==> src/sv/lcasr_pkg.sv <==
// Shared types and constants for the load cell converter serial reader.
// No dependencies; imported by load_cell_adc_serial_reader.
`default_nettype none

package lcasr_pkg;

   // one-hot sequencer codes
   typedef enum logic [3:0] {
      PH_IDLE = 4'b0001,
      PH_WAIT = 4'b0010,
      PH_HIGH = 4'b0100,
      PH_LOW  = 4'b1000
   } phase_type;

   localparam logic [1:0] ST_OK      = 2'd0;
   localparam logic [1:0] ST_TIMEOUT = 2'd1;
   localparam logic [1:0] ST_SAT     = 2'd2;

   localparam logic CSR_TIMEOUT_LIMIT = 1'b0;
   localparam logic CSR_HALF_PERIOD   = 1'b1;

   localparam int TIMEOUT_W  = 24;
   localparam int HALF_W     = 6;
   localparam int PULSE_W    = 5;
   localparam int SAMPLE_W   = 24;
   localparam int FRAMES_W   = 16;
   localparam int REQ_DATA_W = 8;
   localparam int RSP_DATA_W = 48;
   localparam int CSR_DATA_W = 24;

   localparam logic [TIMEOUT_W-1:0] TIMEOUT_RESET = 24'd1000000;
   localparam logic [HALF_W-1:0]    HALF_RESET    = 6'd1;

endpackage

`default_nettype wire

==> src/sv/load_cell_adc_serial_reader.sv <==
// Top level of the load cell converter serial reader.
// Depends on lcasr_pkg.
`default_nettype none

// Each request is one time tick carrying a start flag and the converter data
// line level; each request yields exactly one response carrying the clock
// level to drive, a done flag, status, sample and the completed-frame count.
// A request is taken every cycle while the response register is empty or
// being drained, so the sustained rate is one request per clock; the state
// update and response are formed in one pass between the request and the
// response register. A readout lasts 1 start tick, the wait for data low, and
// PULSES_PER_FRAME pulses of 2*half_period_ticks ticks each (0 counts as 1).
// Registers: index 0 timeout_limit, index 1 half_period_ticks.
module load_cell_adc_serial_reader #(
   parameter int DATA_BITS        = 24,
   parameter int PULSES_PER_FRAME = 25
) (
   input  wire                              clock,
   input  wire                              reset,
   input  wire                              req_tvalid,
   output logic                             req_tready,
   // [0] start_req, [1] dout_level, [7:2] zero
   input  wire  [lcasr_pkg::REQ_DATA_W-1:0] req_tdata,
   output logic                             rsp_tvalid,
   input  wire                              rsp_tready,
   // [0] sck_level, [1] done_res, [3:2] status, [27:4] sample,
   // [43:28] frames_read, [47:44] zero
   output logic [lcasr_pkg::RSP_DATA_W-1:0] rsp_tdata,
   input  wire                              csr_we,
   input  wire                              csr_addr,
   input  wire  [lcasr_pkg::CSR_DATA_W-1:0] csr_wdata
);
   import lcasr_pkg::*;

   localparam int ExtW = (DATA_BITS > SAMPLE_W) ? DATA_BITS : SAMPLE_W;
   localparam logic [DATA_BITS-1:0] MaxCode = {1'b0, {(DATA_BITS-1){1'b1}}};
   localparam logic [DATA_BITS-1:0] MinCode = {1'b1, {(DATA_BITS-1){1'b0}}};

   logic [TIMEOUT_W-1:0] timeout_limit_ff;
   logic [HALF_W-1:0]    half_period_ff;

   phase_type            phase_ff, phase_in;
   logic [TIMEOUT_W-1:0] wait_count_ff, wait_count_in;
   logic [PULSE_W-1:0]   pulse_index_ff, pulse_index_in;
   logic [HALF_W-1:0]    phase_timer_ff, phase_timer_in;
   logic [DATA_BITS-1:0] shift_ff, shift_in;
   logic [FRAMES_W-1:0]  frame_count_ff, frame_count_in;

   logic                 rsp_valid_ff, rsp_valid_in;
   logic                 sck_ff, sck_in;
   logic                 done_ff, done_in;
   logic [1:0]           status_ff, status_in;
   logic [SAMPLE_W-1:0]  sample_ff, sample_in;
   logic [FRAMES_W-1:0]  frames_ff;

   logic                 start_req, dout_level, accept;
   logic [HALF_W-1:0]    half_period;
   logic [HALF_W-1:0]    timer_inc;
   logic [PULSE_W-1:0]   pulse_inc;
   logic signed [DATA_BITS-1:0] shift_s;
   logic signed [ExtW-1:0]      shift_ext;

   assign start_req  = req_tdata[0];
   assign dout_level = req_tdata[1];
   assign req_tready = !rsp_valid_ff || rsp_tready;
   assign accept     = req_tvalid && req_tready;

   assign half_period = (half_period_ff == '0) ? HALF_W'(1) : half_period_ff;
   assign timer_inc   = phase_timer_ff + HALF_W'(1);
   assign pulse_inc   = pulse_index_ff + PULSE_W'(1);
   assign shift_s     = shift_ff;
   assign shift_ext   = ExtW'(shift_s);

   always_comb begin
      phase_in       = phase_ff;
      wait_count_in  = wait_count_ff;
      pulse_index_in = pulse_index_ff;
      phase_timer_in = phase_timer_ff;
      shift_in       = shift_ff;
      frame_count_in = frame_count_ff;
      sck_in         = 1'b0;
      done_in        = 1'b0;
      status_in      = ST_OK;
      sample_in      = '0;
      case (phase_ff)
         PH_IDLE: begin
            if (start_req) begin
               phase_in      = PH_WAIT;
               wait_count_in = '0;
            end
         end
         PH_WAIT: begin
            if (!dout_level) begin
               phase_in       = PH_HIGH;
               phase_timer_in = '0;
               pulse_index_in = '0;
               shift_in       = '0;
            end else if (wait_count_ff >= timeout_limit_ff) begin
               phase_in  = PH_IDLE;
               done_in   = 1'b1;
               status_in = ST_TIMEOUT;
            end else begin
               wait_count_in = wait_count_ff + TIMEOUT_W'(1);
            end
         end
         PH_HIGH: begin
            sck_in         = 1'b1;
            phase_timer_in = timer_inc;
            if (timer_inc >= half_period) begin
               // sample on the last tick of the high phase, MSB first
               if ({1'b0, pulse_index_ff} < 6'(DATA_BITS))
                  shift_in = {shift_ff[DATA_BITS-2:0], dout_level};
               phase_in       = PH_LOW;
               phase_timer_in = '0;
            end
         end
         PH_LOW: begin
            phase_timer_in = timer_inc;
            if (timer_inc >= half_period) begin
               phase_timer_in = '0;
               pulse_index_in = pulse_inc;
               if (pulse_inc >= PULSE_W'(PULSES_PER_FRAME)) begin
                  phase_in       = PH_IDLE;
                  pulse_index_in = '0;
                  done_in        = 1'b1;
                  if (frame_count_ff != '1)
                     frame_count_in = frame_count_ff + FRAMES_W'(1);
                  status_in = (shift_ff == MaxCode || shift_ff == MinCode) ? ST_SAT
                                                                          : ST_OK;
                  sample_in = shift_ext[SAMPLE_W-1:0];
               end else begin
                  phase_in = PH_HIGH;
               end
            end
         end
         default: begin
            phase_in = PH_IDLE;
         end
      endcase
   end

   assign rsp_valid_in = accept || (rsp_valid_ff && !rsp_tready);

   always_ff @(posedge clock) begin
      if (reset) begin
         timeout_limit_ff <= TIMEOUT_RESET;
         half_period_ff   <= HALF_RESET;
         phase_ff         <= PH_IDLE;
         wait_count_ff    <= '0;
         pulse_index_ff   <= '0;
         phase_timer_ff   <= '0;
         shift_ff         <= '0;
         frame_count_ff   <= '0;
         rsp_valid_ff     <= 1'b0;
      end else begin
         if (csr_we) begin
            case (csr_addr)
               CSR_TIMEOUT_LIMIT: timeout_limit_ff <= csr_wdata[TIMEOUT_W-1:0];
               CSR_HALF_PERIOD:   half_period_ff   <= csr_wdata[HALF_W-1:0];
               default: ;
            endcase
         end
         if (accept) begin
            phase_ff       <= phase_in;
            wait_count_ff  <= wait_count_in;
            pulse_index_ff <= pulse_index_in;
            phase_timer_ff <= phase_timer_in;
            shift_ff       <= shift_in;
            frame_count_ff <= frame_count_in;
         end
         rsp_valid_ff <= rsp_valid_in;
      end
   end

   // response payload, loaded with each accepted request
   always_ff @(posedge clock) begin
      if (accept) begin
         sck_ff    <= sck_in;
         done_ff   <= done_in;
         status_ff <= status_in;
         sample_ff <= sample_in;
         frames_ff <= frame_count_in;
      end
   end

   assign rsp_tvalid = rsp_valid_ff;
   assign rsp_tdata  = {4'b0000, frames_ff, sample_ff, status_ff, done_ff, sck_ff};

   // the response register always follows an accepted request
   a_accept_loads: assert property (@(posedge clock) disable iff (reset)
      (req_tvalid && req_tready) |=> rsp_tvalid)
      else $error("accepted request left no response");

   // a finished readout never drives the clock line high
   a_done_sck_low: assert property (@(posedge clock) disable iff (reset)
      (rsp_valid_ff && done_ff) |-> !sck_ff)
      else $error("done reported with clock high");

   // a timeout carries no sample, a completed frame counts at least once
   a_timeout_zero: assert property (@(posedge clock) disable iff (reset)
      (rsp_valid_ff && done_ff && status_ff == ST_TIMEOUT) |-> sample_ff == '0)
      else $error("timeout with non-zero sample");

   a_frame_counted: assert property (@(posedge clock) disable iff (reset)
      (rsp_valid_ff && done_ff && status_ff != ST_TIMEOUT) |-> frames_ff != '0)
      else $error("completed frame not counted");

endmodule

`default_nettype wire
==> config.mk <==
export PLATFORM = sky130hd
export DESIGN_NAME = load_cell_adc_serial_reader
export DESIGN_NICKNAME = d
export VERILOG_FILES = /design/src/sv/lcasr_pkg.sv /design/src/sv/load_cell_adc_serial_reader.sv
export SDC_FILE = /design/constraint.sdc
export NUM_CORES = 1
export LEC_CHECK = 0
export BUFFER_PORTS_ARGS = -buffer_cell sky130_fd_sc_hd__buf_2
export CORE_ASPECT_RATIO = 0.6
export CORE_MARGIN = 10
export CORE_UTILIZATION = 29
export CTS_CLUSTER_DIAMETER = 100
export DETAILED_ROUTE_END_ITERATION = 10
export PLACE_DENSITY = 0.56
export SYNTH_ARGS = -nofsm -noshare
export SYNTH_HDL_FRONTEND = slang
export SYNTH_SLANG_ARGS = --single-unit
==> constraint.sdc <==
create_clock -name clock -period 8.3 [get_ports clock]
set_input_delay 0.83 -clock clock [delete_from_list [all_inputs] [get_ports clock]]
set_output_delay 0.83 -clock clock [all_outputs]
set_load 0.1 [all_outputs]
==> metrics.csv <==
metric;value;unit
initial antenna violation count;0;
Worst R2R Setup Slack;5.16;ns
Yosys cell types;71;
fin crit share;0.3788;
1st-iter DRT viols;461;
critical path endpoint;wait_count_ff[6];
clk slew on worst S/H paths;0.07;ns
number of remaining DRC errors;0;
Syn Area/Cell;9.080;sq um
post-CTS setup buffers;0;
GP Congestion;0.8058;
Mapped Area;7836;sq um
ANT nets after route;0;
CTS tree;done;
Seq cells post-synth;154;
Least-Margin Pin Slew;1.031;ns
Leakage;3.293;nW
power per cell area;193.6;nW/um^2
status;finished, final reports clean;
CP Class;flip-flop to flip-flop;
worst setup margin;5.156;ns
clk root buf;clkbuf_16;
YS warnings;0;
most common cell after layout, fill and taps aside;dfxtp_1;
first-pass GRT wire length;33040;um
largest net degree at the start of global routing;92;
Vias;6319;
final setup TNS;0;ns
Via-to-Cell Ratio;4.918;
Post-Syn Instances;863;
fillcell total;2788;
IO Count;88;
area share of the largest cell type after synthesis;0.2810;
VDD IR-drop max;0.1446;mV
final hold violation count;0;
wire per inst;15.65;um
layout cells sized above 1;0.1481;
chip height;147.3;um
CTS Buffer Depth;2;
r2r endpoint;wait_count_ff[6];
reg2reg path depth;7;
post-layout min period;3.144;ns
Slew Limit Fails;0;
Die Wd;232.2;um
Post-CTS Hold Fix Bufs;0;
Setup Viol. Count Final;0;
gr usage total;0.1203;
Setup Skew;0.01300;ns
RSZ-0062 raised after global routing;no;
cell taking the most area after synthesis;dfxtp_1;
hpwl dp;14190;um
total clock sinks;154;
vias in the first global route;6001;
router iterations before antenna repair;5;
crit end category;flip-flop;
port bufs;77;
Worst Setup SP;wait_count_ff[5];
cell row count;46;
Post-Route WL;20110;um
Max FO, Critical Path;21;
# resized after CTS;0;
worst skew pair latency;0.45;ns
Antenna Cells;0;
Min Hold Slack;0.4546;ns
core area;26530;sq um
post-synthesis async set-or-reset flop share;0;
CP arrival;3.52;ns
Max-Cap Viols;0;
main flop type after synthesis;dfxtp_1;
Rel. slew slack;0.3107;
P&R area growth vs syn;15.15;%
maximum clock frequency;318.1;MHz
reg2reg start;wait_count_ff[5];
Min-Delay Path Class;flip-flop to flip-flop;
Worst Path Required;8.68;ns
most frequent cells in the layout;dfxtp_1 (110), nand2_1 (107), a21oi_1 (81);
Seq/Total Area, Yosys;0.4496;
cell breakdown of the critical path;ha_1 > a21oi_1 > o21ai_0 > a41oi_1 > o2111ai_2 > or4_1 > a21boi_1;
top post-synthesis cells by area;dfxtp_1 (28%), edfxtp_1 (17%), ha_1 (5.6%), a21oi_1 (5.2%), nand2_1 (5.1%);
Die Area;34210;sq um
CTS Buf Count;17;
H-tree Lvls;4;
Net count, final;985;
crit path launch type;flip-flop;
gr ovfl total;0;
Post-synth EDFFs;44;
Initial Util;0.2953;
CP peak stage delay;0.67;ns
CP max-delay cell;or4_1;
DP Worst Slack;4.905;ns
## report_power, final
group	internal, W	switching [W]	total [W]	leakage [nW]
clock network	0.000419	0.000343	0.000762	0.275
logic	0.0000352	0.000150	0.000185	1.69
registers	0.000791	0.00000899	0.000800	1.33
## cell usage after synthesis (all sizes together) (15+ instances only)
library cell  number
or4               24
o21ai             16
nand2            107
a21oi             82
nand2b            27
clkbuf            30
dfxtp            110
mux2i             21
nand4             22
and2              26
nor3              23
nor2              40
buf               28
xor2              15
ha                35
edfxtp            44
nand3             55
inv               36
## sequential cells by signal, summed over array words and instances, names as in the netlist, 2 cells and up
| register | count |
|---|---|
| frame_count_ff | 16 |
| frames_ff | 16 |
| half_period_ff | 6 |
| phase_ff | 4 |
| phase_timer_ff | 6 |
| pulse_index_ff | 5 |
| sample_ff | 24 |
| shift_ext | 24 |
| status_ff | 2 |
| timeout_limit_ff | 24 |
| wait_count_ff | 24 |
## worst min path at each step
stage	startpoint	to	slack (ns)	cells past startpoint
floorplan	half_period_ff[3]	half_period_ff[3]	0.44	2
global placement	timeout_limit_ff[12]	timeout_limit_ff[12]	0.44	2
detailed placement	timeout_limit_ff[15]	timeout_limit_ff[15]	0.45	2
CTS	timeout_limit_ff[15]	timeout_limit_ff[15]	0.46	2
global route	timeout_limit_ff[10]	timeout_limit_ff[10]	0.48	2
finish	timeout_limit_ff[15]	timeout_limit_ff[15]	0.45	2
## routing by layer
metal,up-vias,part of all wire,GRT usage
met2,137,0.39,0.1613
met3,17,0.068,0.04173
met4,0,0.014,0.03872
met5,-,0,0
li1,3198,-,-
met1,2967,0.53,0.1732
## critical path, delay by kind of cell (launching register included)
family / cells / cell delay (ns)
flops: 1 / 0.66
simple gates: 1 / 0.67
compound gates: 5 / 1.40
fa+ha+maj: 1 / 0.35
## per-stage QoR
step	cells	utilization	power [W]	area, sq um
global route	1285	0.3401	0.001815	9024
global placement	1253	0.3187	0.001002	8456
detailed placement	1253	0.3187	0.001004	8456
floorplan	866	-	0.0009637	7848
finish	1285	0.3401	0.001747	9024
CTS	1285	0.3401	0.001770	9024
## final cells by class
class	count	area (sq um)	share of cell area
Multi-Input combinational cell	617	3897	0.4319
Sequential cell	154	3523	0.3905
Tap cell	360	450.4	0.04992
Timing Repair Buffer	85	445.4	0.04936
Clock buffer	18	429.2	0.04756
Clock inverter	14	138.9	0.01539
Inverter	37	138.9	0.01539
## cell families after synthesis
logic type / share of synthesized area
other cells: 0.0004785
flops: 0.4496
mux: 0.02826
fa+ha+maj: 0.05588
compound gates: 0.1282
simple gates: 0.2615
xor+xnor: 0.02012
buf+inv: 0.05588
Power figures use the tool's default switching activity.
